[src/hdl/lph_pkg.sv]
`timescale 1ns / 1ps
// ----------------------------------------------------------------------------
// lph_pkg
// Shared types and codes for the linear probing hash map.
// ----------------------------------------------------------------------------
package lph_pkg;

  localparam logic [1:0] OP_GET   = 2'd0;
  localparam logic [1:0] OP_SET   = 2'd1;
  localparam logic [1:0] OP_ERASE = 2'd2;
  localparam logic [1:0] OP_NOP   = 2'd3;

  localparam int KEY_W   = 32;
  localparam int HASH_W  = 32;
  localparam int VALUE_W = 64;
  localparam int LIMIT_W = 6;
  localparam int COUNT_W = 7;

  // request as queued between front and back
  typedef struct packed {
    logic               probe;   // needs a table walk
    logic [1:0]         op;
    logic [KEY_W-1:0]   key;
    logic [HASH_W-1:0]  hash;
    logic [VALUE_W-1:0] wval;
  } lph_req_t;

  typedef enum logic [1:0] {
    ST_CLEAR,
    ST_IDLE,
    ST_CHECK
  } lph_state_t;

endpackage

[src/hdl/lph_front.sv]
`timescale 1ns / 1ps
// ----------------------------------------------------------------------------
// lph_front
// Accepts request beats, marks which need a table walk, and holds them in a
// two-entry queue for the probe engine.
// ----------------------------------------------------------------------------
module lph_front (
  input  logic                           clk,
  input  logic                           rst,
  input  logic                           enable,
  input  logic                           in_valid,
  output logic                           in_ready,
  input  logic [1:0]                     in_op,
  input  logic [lph_pkg::KEY_W-1:0]      in_key,
  input  logic [lph_pkg::HASH_W-1:0]     in_hash,
  input  logic [lph_pkg::VALUE_W-1:0]    in_wval,
  output logic                           q_valid,
  input  logic                           q_pop,
  output lph_pkg::lph_req_t              q_item
);

  lph_pkg::lph_req_t entries [2];
  logic              wr_ptr;
  logic              rd_ptr;
  logic [1:0]        count;
  logic              push;
  lph_pkg::lph_req_t item;

  assign in_ready = enable && (count != 2'd2);
  assign push     = in_valid && in_ready;
  assign q_valid  = (count != 2'd0);
  assign q_item   = entries[rd_ptr];

  always_comb begin
    item.op    = in_op;
    item.key   = in_key;
    item.hash  = in_hash;
    item.wval  = in_wval;
    // zero key and the unused op code give an empty result
    item.probe = (in_key != '0) && (in_op != lph_pkg::OP_NOP);
  end

  always_ff @(posedge clk) begin
    if (push) begin
      entries[wr_ptr] <= item;
    end
  end

  always_ff @(posedge clk) begin
    if (rst) begin
      wr_ptr <= 1'b0;
      rd_ptr <= 1'b0;
      count  <= 2'd0;
    end else begin
      if (push) begin
        wr_ptr <= ~wr_ptr;
      end
      if (q_pop) begin
        rd_ptr <= ~rd_ptr;
      end
      case ({push, q_pop})
        2'b10:   count <= count + 2'd1;
        2'b01:   count <= count - 2'd1;
        default: count <= count;
      endcase
    end
  end

endmodule

[config.mk]
export PLATFORM = sky130hd
export DESIGN_NAME = lph_front
export DESIGN_NICKNAME = d
export VERILOG_FILES = /design/src/hdl/lph_pkg.sv /design/src/hdl/lph_front.sv
export SDC_FILE = /design/constraint.sdc
export NUM_CORES = 1
export LEC_CHECK = 0
export BUFFER_PORTS_ARGS = -buffer_cell sky130_fd_sc_hd__buf_2
export CAP_MARGIN = 25
export CORE_MARGIN = 2
export CORE_UTILIZATION = 40
export CTS_CLUSTER_DIAMETER = 50
export CTS_CLUSTER_SIZE = 25
export DETAILED_ROUTE_END_ITERATION = 10
export PLACE_DENSITY_LB_ADDON = 0.25
export SYNTH_ARGS = -nofsm -noshare
export SYNTH_HDL_FRONTEND = slang
export SYNTH_SLANG_ARGS = --single-unit
[constraint.sdc]
create_clock -name clk -period 16.4 [get_ports clk]
set_input_delay 4.92 -clock clk [delete_from_list [all_inputs] [get_ports clk]]
set_output_delay 4.92 -clock clk [all_outputs]
set_load 0.01 [all_outputs]
# --- After elaboration in Yosys (flattened, before gate mapping) ---
# Memories as Yosys holds them, arrays and structs flattened. A register that Yosys moved wholly into a read port is not among the register bits.
# Index checks and enable logic that the tools add are counted.
totals:
  register_bits: 4
  mem_bits_rw: 262
  inputBits: 135
  output_inout_bits: 133
  word_cells: 23
  mem_count: 1
op_classes:
  add_sub_neg: 2
  eq_ne: 4
  muxes: 5
  bitwise: 2
  n_reduce_logical: 6
mem_list:
  columns: ["name", "depth", "word_bits", "rd", "rd_ports_with_merged_regs", "wr", "line_no", "text"]
  rows:
  - ["entries", 2, 131, 1, 1, 1, "lph_front.sv:22", "lph_pkg::lph_req_t entries [2];"]
ops:
  columns: ["cell", "n"]
  rows:
  - ["$reduce_bool 32->1", 1]
  - ["$mux 1", 4]
  - ["$ne 2x2->1 const B", 2]
  - ["$pmux 2 s2", 1]
  - ["$reduce_bool 2->1", 2]
  - ["$logic_and 1x1->1", 3]
  - ["$add 2x1->2 const B", 1]
  - ["$eq 2x1->1 const B", 1]
  - ["$eq 2x2->1 const B", 1]
  - ["$not 1->1", 2]
  - ["$sub 2x1->2 const B", 1]

# --- Longest topological paths before layout ---
# Gate-level depths: netlist (run 1).
logic_depth:
  word_depth: 5
  mapped_depth: 6
  depth_no_buf: 6

# --- Worst setup path after synthesis (run 1) ---
# Ideal clock, no wire load.
synth_timing:
  path_type: "input -> register"
  startpoint: "input in_valid"
  endpoint: "memory entries[1][0] in the netlist's numbering (enable)"
  setup_time_ps: 623
  arrival_ps: 10461
  required_time_ps: 15777
  setup_slack_ps: 5316
  stages: 2
  n_path_buf: 0
  cell_sequence: "nand3_1 > nor2_1"
synth_via:
  elab_chain_len: 3
synth_rtl:
  columns: ["element", "line_no", "text"]
  rows:
  - ["start, declared", "lph_front.sv:11", "input logic in_valid,"]
  - ["$logic_and 1x1->1", "lph_front.sv:30", "assign push = in_valid && in_ready;"]
  - ["$mux 1", "lph_front.sv:44", "if (push) begin"]
  - ["$mux 1 (not written as such)", "lph_front.sv:45", "entries[wr_ptr] <= item;"]
  - ["end, declared", "lph_front.sv:22", null]
# Every way passes these cells.

# --- Final worst setup path (run 1) ---
layout_timing:
  startpoint: "input enable"
  endpoint: "output in_ready"
layout_via:
  elab_chain_len: 1
layout_rtl:
  columns: ["element", "line_no", "text"]
  rows:
  - ["start, declared", "lph_front.sv:10", "input logic enable,"]
  - ["$logic_and 1x1->1", "lph_front.sv:29", "assign in_ready = enable && (count != 2'd2);"]
  - ["end, declared", "lph_front.sv:12", "output logic in_ready,"]
# Every way passes these cells.

==> metrics, run 1 <==
worst clock skew 0.0106 ns; final WL ~19000 um; Compound-Gate Fraction of Synth Area 0.334%; Final TNS setup 0 ns; Detail Route Antenna Nets 0; FF+latch count, synth between 200 and 300; Pint 1230 uW; fillers between 2000 and 2500; Clk pwr share 39.5%; TritonCTS clock tree yes; layout cells sized above 1 54.8%; CTS Buf Count 27; status finished clean; total gr overflow 0; Post-Synth Simple-Gate Area 1.13%; total leakage power 0.00486 uW; GRT Total Usage ~14%; Core Box Area 25000 um^2; Main synth FF type edfxtp_1; DR DRC count 0; # resized after CTS 0; most frequent cells in the layout buf_2 (267), edfxtp_1 (262), mux2_4 (90); Root Buffer clkbuf_16; first-pass GRT wire length 28400 um; die height roughly 160 um; Placed Cells incl. Taps 1031; CP Max Fanout 4; Mean Syn Cell Area 22.8 um^2; Mapped Cells 444; Comb power frac 10.3%; Die Wd 163 um; Final Hold Vio Count 0; Final Cycle Share 62.3%; Post-DP HPWL 12800 um; XOR/XNOR Fraction of Synth Area less than 1%; fin. max-slew vios 0; library cells used by synthesis 22; row count 58; WP data required 11.48 ns; MaxCap Viol Count 0; largest family of logic cells by synthesized area multiplexers; Clock Latency Late Sink roughly 0.52 ns; Starting Density about two fifths; io pins 268; CTS Buffer Depth 3; sequential fraction of design power between 50% and 60%; NumNets Final 866; post-CTS setup buffer count 0; mux cell area share after synthesis between 10% and 20%; Area Growth Syn to Fin 25.7%; Synth Cell Area around 10000 um^2; pin count of the biggest net entering global routing 70; crit path kind in2out; CTS sink cnt 267; Pwr per Cell Area 124 nW/um^2; Slew @ Worst Pin 0.995 ns; Arr. time, crit path 5.30 ns; crit end category output port; Ys Warns 0; gpl congestion 0.710; clk slew on worst S/H paths 0.07 ns; area share of fa/ha/maj cells after synthesis 0.124%; reg2reg path depth 5; startpoint types input port; VDD IR max 0.0000932 V; RSZ-0062 raised after global routing false; antenna violations before repair 2; Final Util 50.8%; Period minus WS final 10.22 ns; htree depth 1; Setup Viol. Count Final 0; non-filler instance count after layout 1081; via-per-instance ratio 4.69; drt first pass iters 4; Net Sw Frac 22.3%; wire per inst around 17 um; Sw Pwr ~350 uW; EDFF count, synth between 200 and 300; Max Fclk between 0.09 and 0.1 GHz; relative slew slack 33.7%; Async S/R FF share, synth 0%; port bufs roughly 270; Hold Path Class reg2reg; cts hold-fix bufs 0; die area 26600 um^2; vias in the first global route 5364; commonest non-fill, non-tap cell in the layout buf_2; Vias 5069; syn nets 580; initial DRC count about 230; Seq/Total Area, Yosys 78.8%; Hold Path Depth 2
==> state kept, by name, indices dropped and copies added, names as in the netlist, named ones only <==
register,count
wr_ptr,1
entries,262
count,2
rd_ptr,1
==> per-stage QoR <==
step                      total power, uW  setup slack [ns]  instance area (um^2)  hold WS (ns)
after global placement                968              6.18                 11800         0.478
after global routing                 1640              6.15                 12700         0.543
after detailed placement              974              6.18                 11800         0.508
after CTS                            1600              6.18                 12700         0.521
after floorplan                       910              5.32                 10100         0.461
final                                1580              6.18                 12700         0.522
==> cell type report <==
type                    instances  area (um^2)  area share [%]
clock buffers                  31          701            5.51
inverters                       2         12.5          0.0985
diodes                          1         2.50          0.0197
flip-flops and latches        267         7970            62.7
well taps                     330          413            3.25
clock inverters                18          226            1.78
multi-input cells             160         2010            15.8
repair buffers                272         1370            10.8
==> path summary, 6_finish.rpt <==
path / from / endpoint / slack (ns)
setup / recovery: enable / in_ready / 6.18
hold / removal: count[1] / count[1] / 0.52
setup reg to reg: count[0] / entries[1][78] / 13.23
hold reg to reg: count[1] / count[1] / 0.52
==> worst max-delay path, stage by stage <==
cell	delay (ns)
buf_2	0.12
and2_1	0.13
buf_2	0.13
==> synth_stat cells, types with 2 or more instances <==
master	number	area share, %
edfxtp_1	262	78
nor2_1	4	0.15
mux2_1	41	4.6
xnor2_1	2	0.17
a21oi_1	2	0.099
buf_6	10	1.1
inv_1	2	0.074
dfxtp_1	5	0.99
nand4_1	3	0.19
nor4_1	8	0.49
mux2_4	90	13
buf_2	5	0.25
==> per-layer routing <==
layer	track usage (%)	up-vias	share of wire, %
li1	-	2346	-
met1	16.4	2487	39
met2	22.7	206	48
met3	5.65	30	11
met4	3.50	0	1.5
met5	0	-	0
==> power groups by stage <==
stage	sequential, uW	clock (uW)	combinational, uW
after floorplan	808	0	102
after global placement	807	0	161
after detailed placement	809	0	165
after CTS	794	643	165
after global routing	796	669	176
final	794	623	162
==> cells by family after synthesis <==
family / count (synthesis)
flops: 267
compound gates: 5
fa+ha+maj: 1
buf+inv: 17
mux: 131
simple gates: 20
xor+xnor: 3
No activity file was read; power rests on OpenSTA's default activity.
==> run 2: changes to the inputs <==
- clock period: 16.4 -> 8.4 ns (I/O delays scaled with it)
==> run 2 against run 1 <==
Die area did not move; largest power group unchanged; worst setup slack worse by 3.2 ns; utilization increased by 0.16 points; largest cell class unchanged.
==> metrics, run 2 (synthesized netlist as in run 1, its figures left out) <==
GRT Total Usage 13.5% (was 13.6%); final WL 18900 um (was 18800 um); post-CTS setup buffer count 0 (unchanged); gpl congestion 0.729 (was 0.710); CTS Buffer Depth 3 (unchanged); Final TNS setup 0 ns (unchanged); reg2reg path depth 4 (was 5); Max Fclk 0.184 GHz; ANT cells 0 (was 1); wire per inst 17.5 um (was 17.4 um); Final Cycle Share 64.5%; Reg-to-Reg Start count[0] (unchanged); hold_ws 0.517 ns (was 0.522 ns); initial DRC count 276 (was 233); commonest non-fill, non-tap cell in the layout buf_2 (unchanged); worst clock skew 0.00739 ns (was 0.0106 ns); Sw Pwr 675 uW (was 352 uW); Setup Viol. Count Final 0 (unchanged); fin. max-slew vios 0 (unchanged); total leakage power 0.00487 uW (was 0.00486 uW); port bufs 267 (unchanged); final setup margin 2.98 ns (was 6.18 ns); Net Sw Frac 21.8% (was 22.3%); Comb power frac 10.0% (was 10.3%); Worst Hold Path EP count[1] (unchanged); Pwr per Cell Area 243 nW/um^2 (was 124 nW/um^2); first-pass GRT wire length 28000 um (was 28400 um); Area Growth Syn to Fin 26.1% (was 25.7%); Pint 2420 uW (was 1230 uW); crit end category output port (unchanged); CP Max Fanout 4 (unchanged); Root Buffer clkbuf_16 (unchanged); total gr overflow 0 (unchanged); Final Hold Vio Count 0 (unchanged); htree depth 1 (unchanged); Post-DP HPWL 12700 um (was 12800 um); CTS sink cnt 267 (unchanged); Biggest register entries (unchanged); drt first pass iters 4 (unchanged); clk slew on worst S/H paths 0.06 ns (was 0.07 ns); Hold Path Class reg2reg (unchanged); min-delay src count[1] (unchanged); TritonCTS clock tree yes (unchanged); Worst R2R End entries[0][108] (was entries[1][78]); vias in the first global route 5439 (was 5364); row count 58 (unchanged); Top Registers entries: 262 flops, count: 2 flops (unchanged); most frequent cells in the layout buf_2 (267), edfxtp_1 (262), mux2_4 (90) (unchanged); Core Box Area 25000 um^2 (unchanged); die area 26600 um^2 (unchanged); startpoint types input port (unchanged); sequential fraction of design power 50.3% (about the same); cts hold-fix bufs 0 (unchanged); Vias 5061 (was 5069); io pins 268 (unchanged); crit path kind in2out (unchanged); Clk pwr share 39.7% (was 39.5%); CTS Buf Count 26 (was 27); Clock Latency Late Sink 0.53 ns (was 0.52 ns); Reg2Reg Setup Slack 5.79 ns (was 13.23 ns); relative slew slack 34.8% (was 33.7%); via-per-instance ratio 4.69 (about the same); die height 163 um (unchanged); Slew @ Worst Pin 0.978 ns (was 0.995 ns); NumNets Final 865 (was 866); Hold Path Depth 2 (unchanged); VDD IR max 0.000160 V (was 0.0000932 V); DR DRC count 0 (unchanged); # resized after CTS 0 (unchanged); Largest register FFs 262 (unchanged); WP data required 5.88 ns (was 11.48 ns); pre-CTS setup slack 2.98 ns (was 6.18 ns); RSZ-0062 raised after global routing false (unchanged); Starting Density 40.4% (unchanged); MaxCap Viol Count 0 (unchanged); status finished clean (unchanged); pin count of the biggest net entering global routing 92 (was 70); Detail Route Antenna Nets 0 (unchanged); layout cells sized above 1 54.9% (was 54.8%); antenna violations before repair 0 (was 2); Arr. time, crit path 2.90 ns (was 5.30 ns); Die Wd 163 um (unchanged); Period minus WS final about 5.4 ns
## run 2: power groups by stage
stage	sequential (uW)	clock, uW	combinational, uW
global placement	1580	0	307
floorplan	1580	0	199
detailed placement	1590	0	315
global route	1560	1310	335
finish	1560	1230	309
CTS	1560	1260	316
## run 2: worst max path at each step
stage,start,endpoint,slack [ns],depth (start not counted)
after floorplan,in_valid,entries[1][0],1.92,2
after global placement,enable,in_ready,2.98,3
after detailed placement,enable,in_ready,2.98,3
after CTS,enable,in_ready,2.98,3
after global routing,register,q_item[126],2.95,3
final,enable,in_ready,2.98,3
## run 2: metrics by stage
stage | cell area, um^2 | utilization [%] | instances | power (uW)
4_1_cts | 12700 | 50.9 | 1079 | 3140
3_3_place_gp | 11800 | 47.1 | 1030 | 1890
2_1_floorplan | 10100 | - | 444 | 1780
3_5_place_dp | 11800 | 47.2 | 1031 | 1900
6_report | 12700 | 50.9 | 1079 | 3090
5_1_grt | 12700 | 50.9 | 1079 | 3210
## run 2: metal layers
layer	GRT usage [%]	wire (um)	up-vias
met5	0	0	-
met4	3.78	337	0
met3	4.56	1850	27
met2	23.3	9160	212
met1	16.2	7560	2469
li1	-	-	2353
## run 2: final cells by class
class / instances / area, um^2
Fill cell: 2065 / 12300
Sequential cell: 267 / 7970
Multi-Input combinational cell: 160 / 2010
Timing Repair Buffer: 272 / 1410
Clock buffer: 32 / 744
Tap cell: 330 / 413
Clock inverter: 16 / 193
Inverter: 2 / 12.5
## run 2: worst max-delay path, cell delays in order
cell and delay (ns):
buf_2 0.12, and2_1 0.13, buf_2 0.13
==> run 3: changes to the inputs <==
- clock period: 8.4 -> 4.65 ns (I/O delays scaled with it)
==> run 3 against run 2 <==
Sequential share of layout area decreased by 0.81 points; final area grew 1.3%; hold slack better by 0.027 ns; highest routed layer is now met5.
==> metrics, run 3 (synthesized netlist as in run 1, its figures left out) <==
drt first pass iters 4 (unchanged); die area 26600 um^2 (unchanged); Max Fclk roughly 0.3 GHz; startpoint types register (was input port); non-filler instance count after layout 1084 (was 1079); via-per-instance ratio 4.64 (was 4.69); NumNets Final 867 (was 865); commonest non-fill, non-tap cell in the layout buf_2 (unchanged); Setup Viol. Count Final 0 (unchanged); Top Registers entries: 262 flops, count: 2 flops (unchanged); Area Growth Syn to Fin 27.7% (was 26.1%); Slew @ Worst Pin 0.711 ns (was 0.978 ns); Final TNS setup 0 ns (unchanged); MaxCap Viol Count 0 (unchanged); Detail Route Antenna Nets 0 (unchanged); layout cells sized above 1 55.1% (was 54.9%); Hold Path Class reg2reg (unchanged); wire per inst 17.4 um (was 17.5 um); critical path's largest stage delay 0.56 ns (was 0.13 ns); pin count of the biggest net entering global routing 91 (was 92); Period minus WS final 3.42 ns; Arr. time, crit path 2.02 ns (was 2.90 ns); hold_ws 0.544 ns (was 0.517 ns); post-CTS setup buffer count 0 (unchanged); relative slew slack 52.5% (was 34.8%); io pins 268 (unchanged); TritonCTS clock tree yes (unchanged); Post-DP HPWL 12700 um (about the same); Pwr per Cell Area 452 nW/um^2 (was 243 nW/um^2); Die Wd 163 um (unchanged); initial DRC count 202 (was 276); port bufs 267 (unchanged); RSZ-0062 raised after global routing false (unchanged); htree depth 1 (unchanged); Final Cycle Share 73.5%; first-pass GRT wire length 28400 um (was 28000 um); status finished clean (unchanged); Largest register FFs 262 (unchanged); die height 163 um (unchanged); total leakage power 0.00493 uW (was 0.00487 uW); CP Max Fanout 38 (was 4); DR DRC count 0 (unchanged); clk slew on worst S/H paths 0.06 ns (about the same); CTS sink cnt 267 (unchanged); CP Cell Sequence buf_4 -> mux2_4 -> buf_2 (was buf_2 -> and2_1 -> buf_2); CP max stage cell buf_4 (was and2_1); CTS Buf Count 28 (was 26); most frequent cells in the layout buf_2 (267), edfxtp_1 (262), mux2_4 (90) (unchanged); row count 58 (unchanged); Clock Latency Late Sink 0.54 ns (was 0.53 ns); Root Buffer clkbuf_16 (unchanged); crit end category output port (unchanged); overall power 5840 uW (was 3090 uW); GRT Total Usage 13.7% (was 13.5%); worst clock skew 0.0141 ns (was 0.00739 ns); crit path kind reg2out (was in2out); gpl congestion 0.750 (was 0.729); vias in the first global route 5189 (was 5439); Biggest register entries (unchanged); Core Box Area 25000 um^2 (unchanged); fillers 2071 (was 2065); cts hold-fix bufs 0 (unchanged); WP data required 3.25 ns (was 5.88 ns); CTS Buffer Depth 3 (unchanged); Final Hold Vio Count 0 (unchanged); Starting Density 40.4% (unchanged); Vias 5034 (was 5061); total gr overflow 0 (unchanged); fin. max-slew vios 0 (unchanged); VDD IR max 0.000263 V (was 0.000160 V); Placed Cells incl. Taps 1031 (unchanged); # resized after CTS 0 (unchanged); final WL 18900 um (about the same); antenna violations before repair 5 (was 0)
run 3: changes by cell type in the layout (fill, tap and decap cells not counted), sizes merged:
cell	before	now
bufinv	3	4
inv	7	9
diode	0	1
clkinv	4	6
clkinvlp	4	3
run 3: cell type report:
| cell class | instances | area [um^2] | share of cell area, % |
|---|---|---|---|
| antenna | 1 | 2.50 | 0.0194 |
| clock buffer | 32 | 726 | 5.62 |
| clock inverter | 20 | 358 | 2.77 |
| inverter | 2 | 12.5 | 0.0969 |
| multi-input combinational | 160 | 2010 | 15.5 |
| sequential | 267 | 7970 | 61.7 |
| tap | 330 | 413 | 3.20 |
| timing repair buffer | 272 | 1420 | 11.0 |
run 3: power by group:
group | internal, uW | switching [uW]
clock | 1430 | 1030
sequential | 2760 | 26.3
combinational | 285 | 299
total | 4480 | 1360
run 3: worst max-delay path, delay by kind of cell, from the launching register on:
family,cells,cell delay (ns)
flip-flops,1,0.38
multiplexers,1,0.35
buffers and inverters,2,0.71
run 3: worst paths after layout:
| check | start | end | slack (ns) | cells after the start |
|---|---|---|---|---|
| max | register | q_item[106] | 1.23 | 3 |
| min | count[1] | count[1] | 0.54 | 2 |
| max reg2reg | count[0] | entries[0][50] | 2.49 | 4 |
| min reg2reg | count[1] | count[1] | 0.54 | 2 |
run 3: per-stage QoR:
step	worst slack [ns]	util (%)	cell area, um^2
final	1.23	51.6	12900
after global placement	1.48	47.2	11800
after CTS	1.18	51.6	12900
after floorplan	0.115	-	10100
after detailed placement	1.47	47.2	11800
after global routing	1.13	51.6	12900
run 3: layer usage:
metal / routed length (um) / global-route usage (%) / up-vias / share of wire (%)
li1: - / - / 2355 / -
met1: 7750 / 16.9 / 2444 / 41
met2: 8520 / 21.9 / 204 / 45
met3: 2290 / 6.62 / 25 / 12
met4: 265 / 3.34 / 6 / 1.4
met5: 38 / 0 / - / 0.20
